`config.mk`:
```
export PLATFORM = sky130hd
export DESIGN_NAME = nonpreemptive_priority_scheduler
export DESIGN_NICKNAME = d
export VERILOG_FILES = /design/src/sv/npsched_pkg.sv /design/src/sv/nonpreemptive_priority_scheduler.sv
export SDC_FILE = /design/constraint.sdc
export NUM_CORES = 2
export LEC_CHECK = 0
export BUFFER_PORTS_ARGS = -buffer_cell sky130_fd_sc_hd__buf_2
export CAP_MARGIN = 20
export CORE_AREA = 2 2 366 368
export CTS_BUF_LIST = sky130_fd_sc_hd__clkbuf_16
export DETAILED_ROUTE_END_ITERATION = 10
export DIE_AREA = 0 0 368 370
export GPL_TIMING_DRIVEN = 0
export PLACE_DENSITY = 0.66
export SYNTH_ARGS = -nofsm -noshare
export SYNTH_HDL_FRONTEND = slang
export SYNTH_SLANG_ARGS = --single-unit
```
`constraint.sdc`:
```
create_clock -name aclk -period 8.4 [get_ports aclk]
set_input_delay 0.84 -clock aclk [delete_from_list [all_inputs] [get_ports aclk]]
set_output_delay 0.84 -clock aclk [all_outputs]
set_load 0.03 [all_outputs]
```
`src/sv/npsched_pkg.sv`:
```
`timescale 1ns / 1ps
// Types and constants shared by the nonpreemptive priority scheduler.
// No dependencies.
package npsched_pkg;

    localparam int ARR_W   = 16;
    localparam int BURST_W = 16;
    localparam int PRIO_W  = 8;
    localparam int TIME_W  = 22;
    localparam int ID_W    = 6;

    typedef struct packed {
        logic [ARR_W-1:0]   arrival_time;
        logic [BURST_W-1:0] burst_length;
        logic [PRIO_W-1:0]  prio_level;
        logic               final_job;
    } job_in_t;

    typedef struct packed {
        logic [ID_W-1:0]   job_id;
        logic [TIME_W-1:0] start_time;
        logic [TIME_W-1:0] finish_time;
        logic [TIME_W-1:0] turnaround;
        logic [TIME_W-1:0] waiting;
        logic              last_result;
    } job_out_t;

    // one word of the job store
    typedef struct packed {
        logic [ARR_W-1:0]   arrival;
        logic [BURST_W-1:0] burst;
        logic [PRIO_W-1:0]  prio;
    } job_entry_t;

    typedef enum logic [1:0] {
        ST_LOAD,
        ST_SCAN,
        ST_CALC,
        ST_EMIT
    } sched_state_t;

endpackage

```
`src/sv/nonpreemptive_priority_scheduler.sv`:
```
`timescale 1ns / 1ps
// Nonpreemptive priority scheduler: job store memory, scan sequencer, result register.
// Depends on npsched_pkg.
//
//  channel | direction | handshake          | payload
//  s_      | in        | s_valid / s_ready  | npsched_pkg::job_in_t  (one job)
//  m_      | out       | m_valid / m_ready  | npsched_pkg::job_out_t (one scheduled job)
//
// Loading accepts one item per cycle. A batch of N jobs yields N results, each after a
// scan of all N store entries through the one read port. s_ready is high only while
// loading. Reset (aresetn low, synchronous) clears the counters, done flags and the
// result valid; the store memory is not cleared. A stalled result holds the sequencer
// in its emit step; the next batch may be loaded while the last result waits.
module nonpreemptive_priority_scheduler #(
    parameter int MAX_JOBS = 32
) (
    input  logic                  aclk,
    input  logic                  aresetn,
    input  logic                  s_valid,
    output logic                  s_ready,
    input  npsched_pkg::job_in_t  s_data,
    output logic                  m_valid,
    input  logic                  m_ready,
    output npsched_pkg::job_out_t m_data
);
    import npsched_pkg::*;

    localparam int IW = (MAX_JOBS > 1) ? $clog2(MAX_JOBS) : 1;
    localparam int CW = $clog2(MAX_JOBS + 1);

    // job store
    job_entry_t mem [MAX_JOBS];
    job_entry_t mem_q_reg;

    sched_state_t state_reg, state_next;
    logic [CW-1:0] count_reg, count_next;
    logic [CW-1:0] total_reg, total_next;
    logic [CW-1:0] issue_reg, issue_next;
    logic [CW-1:0] k_reg, k_next;
    logic          rd_valid_reg, rd_valid_next;
    logic [IW-1:0] rd_idx_reg, rd_idx_next;
    logic [TIME_W-1:0] clock_reg, clock_next;
    logic [MAX_JOBS-1:0] done_reg, done_next;

    // best arrived job: prio, then arrival, then lower index
    logic              found_a_reg, found_a_next;
    job_entry_t        cand_a_reg, cand_a_next;
    logic [IW-1:0]     idx_a_reg, idx_a_next;
    // earliest not yet arrived job: arrival, then prio, then lower index
    logic              found_n_reg, found_n_next;
    job_entry_t        cand_n_reg, cand_n_next;
    logic [IW-1:0]     idx_n_reg, idx_n_next;

    // chosen job
    job_entry_t        sel_reg, sel_next;
    logic [IW-1:0]     sel_idx_reg, sel_idx_next;
    logic [TIME_W-1:0] start_reg, start_next;

    logic     m_valid_reg, m_valid_next;
    job_out_t m_data_reg, m_data_next;

    logic          s_fire, full, emit_fire, is_last;
    logic          elig_a, elig_n, better_a, better_n;
    logic [TIME_W-1:0] arr_ext;
    logic [IW-1:0] rd_addr;

    assign s_ready   = (state_reg == ST_LOAD);
    assign s_fire    = s_valid && s_ready;
    assign full      = (count_reg == CW'(MAX_JOBS));
    assign emit_fire = (state_reg == ST_EMIT) && (!m_valid_reg || m_ready);
    assign is_last   = (CW'(k_reg + 1'b1) == total_reg);
    assign rd_addr   = issue_reg[IW-1:0];
    assign arr_ext   = TIME_W'(mem_q_reg.arrival);

    assign elig_a   = rd_valid_reg && !done_reg[rd_idx_reg] && (arr_ext <= clock_reg);
    assign elig_n   = rd_valid_reg && !done_reg[rd_idx_reg] && (arr_ext > clock_reg);
    assign better_a = !found_a_reg || (mem_q_reg.prio < cand_a_reg.prio) ||
                      ((mem_q_reg.prio == cand_a_reg.prio) &&
                       (mem_q_reg.arrival < cand_a_reg.arrival));
    assign better_n = !found_n_reg || (mem_q_reg.arrival < cand_n_reg.arrival) ||
                      ((mem_q_reg.arrival == cand_n_reg.arrival) &&
                       (mem_q_reg.prio < cand_n_reg.prio));

    assign m_valid = m_valid_reg;
    assign m_data  = m_data_reg;

    always_comb begin
        state_next    = state_reg;
        count_next    = count_reg;
        total_next    = total_reg;
        issue_next    = issue_reg;
        k_next        = k_reg;
        rd_valid_next = 1'b0;
        rd_idx_next   = rd_addr;
        clock_next    = clock_reg;
        done_next     = done_reg;
        found_a_next  = found_a_reg;
        cand_a_next   = cand_a_reg;
        idx_a_next    = idx_a_reg;
        found_n_next  = found_n_reg;
        cand_n_next   = cand_n_reg;
        idx_n_next    = idx_n_reg;
        sel_next      = sel_reg;
        sel_idx_next  = sel_idx_reg;
        start_next    = start_reg;
        m_valid_next  = m_valid_reg && !m_ready;
        m_data_next   = m_data_reg;

        unique case (state_reg)
            ST_LOAD: begin
                if (s_fire) begin
                    if (!full) begin
                        count_next = CW'(count_reg + 1'b1);
                    end
                    if (s_data.final_job) begin
                        total_next   = full ? count_reg : CW'(count_reg + 1'b1);
                        clock_next   = '0;
                        k_next       = '0;
                        issue_next   = '0;
                        found_a_next = 1'b0;
                        found_n_next = 1'b0;
                        state_next   = ST_SCAN;
                    end
                end
            end
            ST_SCAN: begin
                if (issue_reg != total_reg) begin
                    issue_next    = CW'(issue_reg + 1'b1);
                    rd_valid_next = 1'b1;
                end
                if (elig_a && better_a) begin
                    found_a_next = 1'b1;
                    cand_a_next  = mem_q_reg;
                    idx_a_next   = rd_idx_reg;
                end
                if (elig_n && better_n) begin
                    found_n_next = 1'b1;
                    cand_n_next  = mem_q_reg;
                    idx_n_next   = rd_idx_reg;
                end
                if (issue_reg == total_reg && !rd_valid_reg) begin
                    state_next = ST_CALC;
                end
            end
            ST_CALC: begin
                // nothing arrived: clock jumps to the earliest pending arrival
                if (found_a_reg) begin
                    sel_next     = cand_a_reg;
                    sel_idx_next = idx_a_reg;
                    start_next   = clock_reg;
                    clock_next   = clock_reg + TIME_W'(cand_a_reg.burst);
                end else begin
                    sel_next     = cand_n_reg;
                    sel_idx_next = idx_n_reg;
                    start_next   = TIME_W'(cand_n_reg.arrival);
                    clock_next   = TIME_W'(cand_n_reg.arrival) + TIME_W'(cand_n_reg.burst);
                end
                done_next[found_a_reg ? idx_a_reg : idx_n_reg] = 1'b1;
                state_next = ST_EMIT;
            end
            ST_EMIT: begin
                if (emit_fire) begin
                    m_valid_next             = 1'b1;
                    m_data_next.job_id       = ID_W'({{(32 - IW){1'b0}}, sel_idx_reg} + 32'd1);
                    m_data_next.start_time   = start_reg;
                    m_data_next.finish_time  = clock_reg;
                    m_data_next.turnaround   = clock_reg - TIME_W'(sel_reg.arrival);
                    // turnaround - burst equals start - arrival
                    m_data_next.waiting      = start_reg - TIME_W'(sel_reg.arrival);
                    m_data_next.last_result  = is_last;
                    found_a_next = 1'b0;
                    found_n_next = 1'b0;
                    issue_next   = '0;
                    if (is_last) begin
                        done_next  = '0;
                        count_next = '0;
                        state_next = ST_LOAD;
                    end else begin
                        k_next     = CW'(k_reg + 1'b1);
                        state_next = ST_SCAN;
                    end
                end
            end
            default: state_next = ST_LOAD;
        endcase
    end

    always_ff @(posedge aclk) begin
        if (!aresetn) begin
            state_reg    <= ST_LOAD;
            count_reg    <= '0;
            total_reg    <= '0;
            issue_reg    <= '0;
            k_reg        <= '0;
            rd_valid_reg <= 1'b0;
            clock_reg    <= '0;
            done_reg     <= '0;
            found_a_reg  <= 1'b0;
            found_n_reg  <= 1'b0;
            m_valid_reg  <= 1'b0;
        end else begin
            state_reg    <= state_next;
            count_reg    <= count_next;
            total_reg    <= total_next;
            issue_reg    <= issue_next;
            k_reg        <= k_next;
            rd_valid_reg <= rd_valid_next;
            clock_reg    <= clock_next;
            done_reg     <= done_next;
            found_a_reg  <= found_a_next;
            found_n_reg  <= found_n_next;
            m_valid_reg  <= m_valid_next;
        end
    end

    always_ff @(posedge aclk) begin
        rd_idx_reg  <= rd_idx_next;
        cand_a_reg  <= cand_a_next;
        idx_a_reg   <= idx_a_next;
        cand_n_reg  <= cand_n_next;
        idx_n_reg   <= idx_n_next;
        sel_reg     <= sel_next;
        sel_idx_reg <= sel_idx_next;
        start_reg   <= start_next;
        m_data_reg  <= m_data_next;
    end

    // store: written while loading, read while scanning
    always_ff @(posedge aclk) begin
        if (s_fire && !full) begin
            mem[count_reg[IW-1:0]] <= '{arrival: s_data.arrival_time,
                                       burst:   s_data.burst_length,
                                       prio:    s_data.prio_level};
        end
        mem_q_reg <= mem[rd_addr];
    end

    a_count_bound: assert property (@(posedge aclk) disable iff (!aresetn)
        count_reg <= CW'(MAX_JOBS))
        else $error("job count exceeds store depth");

    a_calc_has_job: assert property (@(posedge aclk) disable iff (!aresetn)
        state_reg == ST_CALC |-> (found_a_reg || found_n_reg))
        else $error("selection finished with no unfinished job");

    a_result_from_emit: assert property (@(posedge aclk) disable iff (!aresetn)
        $rose(m_valid_reg) |-> $past(state_reg == ST_EMIT))
        else $error("result raised outside emit step");

    a_batch_clears: assert property (@(posedge aclk) disable iff (!aresetn)
        (emit_fire && is_last) |=> (done_reg == '0 && count_reg == '0))
        else $error("batch end left state behind");

endmodule
```
==> impl_metrics.tcl <==
set metrics [dict create \
    power.ir.vdd_worst_mv 0.209 \
    initial_core_util_pct 49.6 \
    globalRouteTotalUtil_pct 23.6 \
    power_report.internal_total_mw 15.2 \
    path_max_fanout 10 \
    max_clock_freq_ghz 0.242 \
    layout.core_utilization_pct 57.2 \
    final_cells 5686 \
    cts_tree "yes" \
    post_cts_hold_buffer_count 0 \
    hold_viol 0 \
    dr.first_iter.drc_count 3845 \
    global_route_wire_length_before_repair_mm 231 \
    port_buffers 140 \
    cts_made_buffers 164 \
    share_of_cells_above_drive_strength_1_pct 24.9 \
    nets 3966 \
    worst_slew_pin_slew_ns 1.20 \
    finalWorstSetupSlack_ns 4.27 \
    critPathArrivalTime_ns 4.78 \
    clockBufferDepth 3 \
    die_boundary_width_um 368 \
    final.setup_skew_ns 0.0332 \
    slowest_delay_ns 0.78 \
    ys.flop_type "sky130_fd_sc_hd__edfxtp_1" \
    swShare_pct 26.4 \
    synth.avg_cell_area_um2 19.3 \
    final_non_filler_cell_area_mm2 0.0757 \
    maxSlewHeadroom_pct 20.1 \
    total_switching_power_mw 5.43 \
    routed_wirelength_mm 159 \
    most-common-layout-cells "sky130_fd_sc_hd__edfxtp_1, sky130_fd_sc_hd__mux4_2, sky130_fd_sc_hd__inv_1" \
    worst_hold_path_class "flip-flop to flip-flop" \
    maximum_number_of_pins_on_one_net_before_global_route_repair 39 \
    yosys_cell_types 74 \
    timing.setup.critical_path_class "flip-flop to flip-flop" \
    ys_ff_latch 1637 \
    timing.setup.tns_ns 0 \
    largest_register_ff_count 1280 \
    via_count_of_the_first_global_routing_pass 33700 \
    number_of_enable_type_register_cells_in_the_synthesized_netlist 1508 \
    routed_wire_length_per_instance_um 28.1 \
    remaining_drc_errors 0 \
    grt_remaining_overflow 0 \
    n_fill_cell 9747 \
    post_drt_via_cell_ratio 5.97 \
    clkSinkCount 1637 \
    area_growth_pct 15.3 \
    postcts_setup_bufs 0 \
    layout.cells.most_common "sky130_fd_sc_hd__edfxtp_1" \
    grt_antenna_before_repair 13 \
    sequential_share_of_the_synthesized_area_pct 72.8 \
    finalSetupViolations 0 \
    pwr-share-seq_pct 46.5 \
    finalWeightedCongestion 0.875 \
    rsz_0062_raised_after_global_routing "false" \
    timing.critical_path.cells "clkbuf_1, buf_8, clkbuf_1, buf_1, mux4_2, mux4_2, mux2_2" \
    die_area_mm2 0.136 \
    power.share.clock_pct 34.9 \
    endpoint_kind "flip-flop" \
    power_per_cell_area_mw_per_mm2 272 \
    placed_cells_incl_taps 5377 \
    p_comb_share_pct 18.6 \
    placed_cell_area_mm2 0.0704 \
    drt_first_pass_iters 5 \
    leakagePower_nw 24.6 \
    cell_count_after_synthesis 3397 \
    dp_worst_setup_slack_ns 4.19 \
    min_period_ns 4.13 \
    cts-htree-levels 4 \
    number_of_nets_with_antenna_violations_after_routing 0 \
    postCtsResizedCells 0 \
    detailedPlacementHpwl_mm 105 \
    synth_async_sr_flop_share_pct 0 \
    worst_skew_pair_later_pin_latency_ns 0.82 \
    layout_worst_path_cycle_share_pct 49.1 \
    core_region_area_mm2 0.132 \
    drv_cap 0 \
    finalMaxSlewViolations 0 \
    synth_fp_nets 3583 \
    crit_path_start_kind "flip-flop" \
    route.vias.total 34000 \
    floorplan.rows 134 \
    netlist_area_before_placement_mm2 0.0657 \
    cts.clk_slew.worst_paths_ns 0.06 \
    worst_path_max_delay_cell "sky130_fd_sc_hd__buf_1" \
    count_of_warnings_emitted_by_yosys 0 \
    clockRootBuffer "sky130_fd_sc_hd__clkbuf_16" \
    top_level_ports 142 \
    required_ns 9.05 \
    die_y_um 370 \
    result_of_the_run "finished clean" \
]
==> kinds of logic after synthesis <==
logic type	after synthesis	synth area share [%]
AO/OA/AOI/OAI	376	3.61
XOR/XNOR	77	1.05
adder cells (fa/ha/maj)	141	2.73
buffers and inverters	268	1.67
flip-flops	1637	72.8
multiplexers	463	14.9
AND/OR/NAND/NOR	435	3.15
==> routing by layer <==
metal,GRT usage (%),vias to the layer above,wire [um]
li1,-,14600,-
met1,32.2,17600,64100
met2,39.1,1444,78700
met3,4.07,256,12000
met4,7.61,10,4600
met5,0,-,76
==> through the flow <==
stage / power (mW) / hold slack, ns
6_report: 20.6 / 0.377
5_1_grt: 21.3 / 0.381
4_1_cts: 20.7 / 0.373
3_5_place_dp: 13.6 / 0.362
3_3_place_gp: 13.5 / 0.364
2_1_floorplan: 12.3 / 0.329
==> worst paths after layout <==
kind	from	endpoint	slack (ns)	depth (start not counted)
worst min-delay path	issue_reg[4]$_SDFFE_PN0P_	rd_idx_reg[4]$_DFF_P_	0.38	0
worst max-delay path	issue_reg[1]$_SDFFE_PN0P_	mem_q_reg[18]$_DFF_P_	4.27	7
worst min register to register	issue_reg[4]$_SDFFE_PN0P_	rd_idx_reg[4]$_DFF_P_	0.38	0
worst max register to register	issue_reg[1]$_SDFFE_PN0P_	mem_q_reg[18]$_DFF_P_	4.27	7
==> cells in the mapped netlist (32+ instances only) <==
master / count / area share, %
sky130_fd_sc_hd__nand3_1: 37 / 0.28
sky130_fd_sc_hd__inv_1: 128 / 0.73
sky130_fd_sc_hd__clkbuf_1: 81 / 0.46
sky130_fd_sc_hd__o21ai_1: 75 / 0.57
sky130_fd_sc_hd__a21oi_1: 68 / 0.52
sky130_fd_sc_hd__edfxtp_1: 1508 / 69
sky130_fd_sc_hd__mux4_2: 410 / 14
sky130_fd_sc_hd__xnor2_1: 44 / 0.59
sky130_fd_sc_hd__xor2_1: 32 / 0.43
sky130_fd_sc_hd__nand2_1: 134 / 0.77
sky130_fd_sc_hd__o21ai_0: 59 / 0.45
sky130_fd_sc_hd__nor2_1: 116 / 0.66
sky130_fd_sc_hd__mux2_2: 42 / 0.72
sky130_fd_sc_hd__dfxtp_1: 129 / 3.9
sky130_fd_sc_hd__a21o_1: 35 / 0.40
sky130_fd_sc_hd__ha_1: 137 / 2.6
==> layout make-up <==
| cell class | instances | area (um2) | share of cell area, % |
|---|---|---|---|
| clock buffers | 167 | 4180 | 5.52 |
| repair buffers | 217 | 2230 | 2.95 |
| inverters | 134 | 503 | 0.664 |
| flip-flops and latches | 1637 | 47900 | 63.2 |
| multi-input cells | 1492 | 17000 | 22.5 |
| plain buffers | 134 | 593 | 0.783 |
| clock inverters | 135 | 1140 | 1.50 |
| diodes | 2 | 5.00 | 0.00661 |
| well taps | 1768 | 2210 | 2.92 |
==> power by group through the flow <==
stage	Sequential, mW	Clock (mW)	Combinational (mW)
after CTS	9.56	7.30	3.87
after floorplan	9.71	0	2.56
after global placement	9.76	0	3.71
final	9.56	7.19	3.83
after global routing	9.60	7.61	4.13
after detailed placement	9.74	0	3.85
==> worst max-delay path, delay by kind of cell (launching register included) <==
kind	cells	cell delay, ns
multiplexers	3	1.36
flip-flops	1	0.38
buffers and inverters	4	2.21
Power figures use the tool's default switching activity.
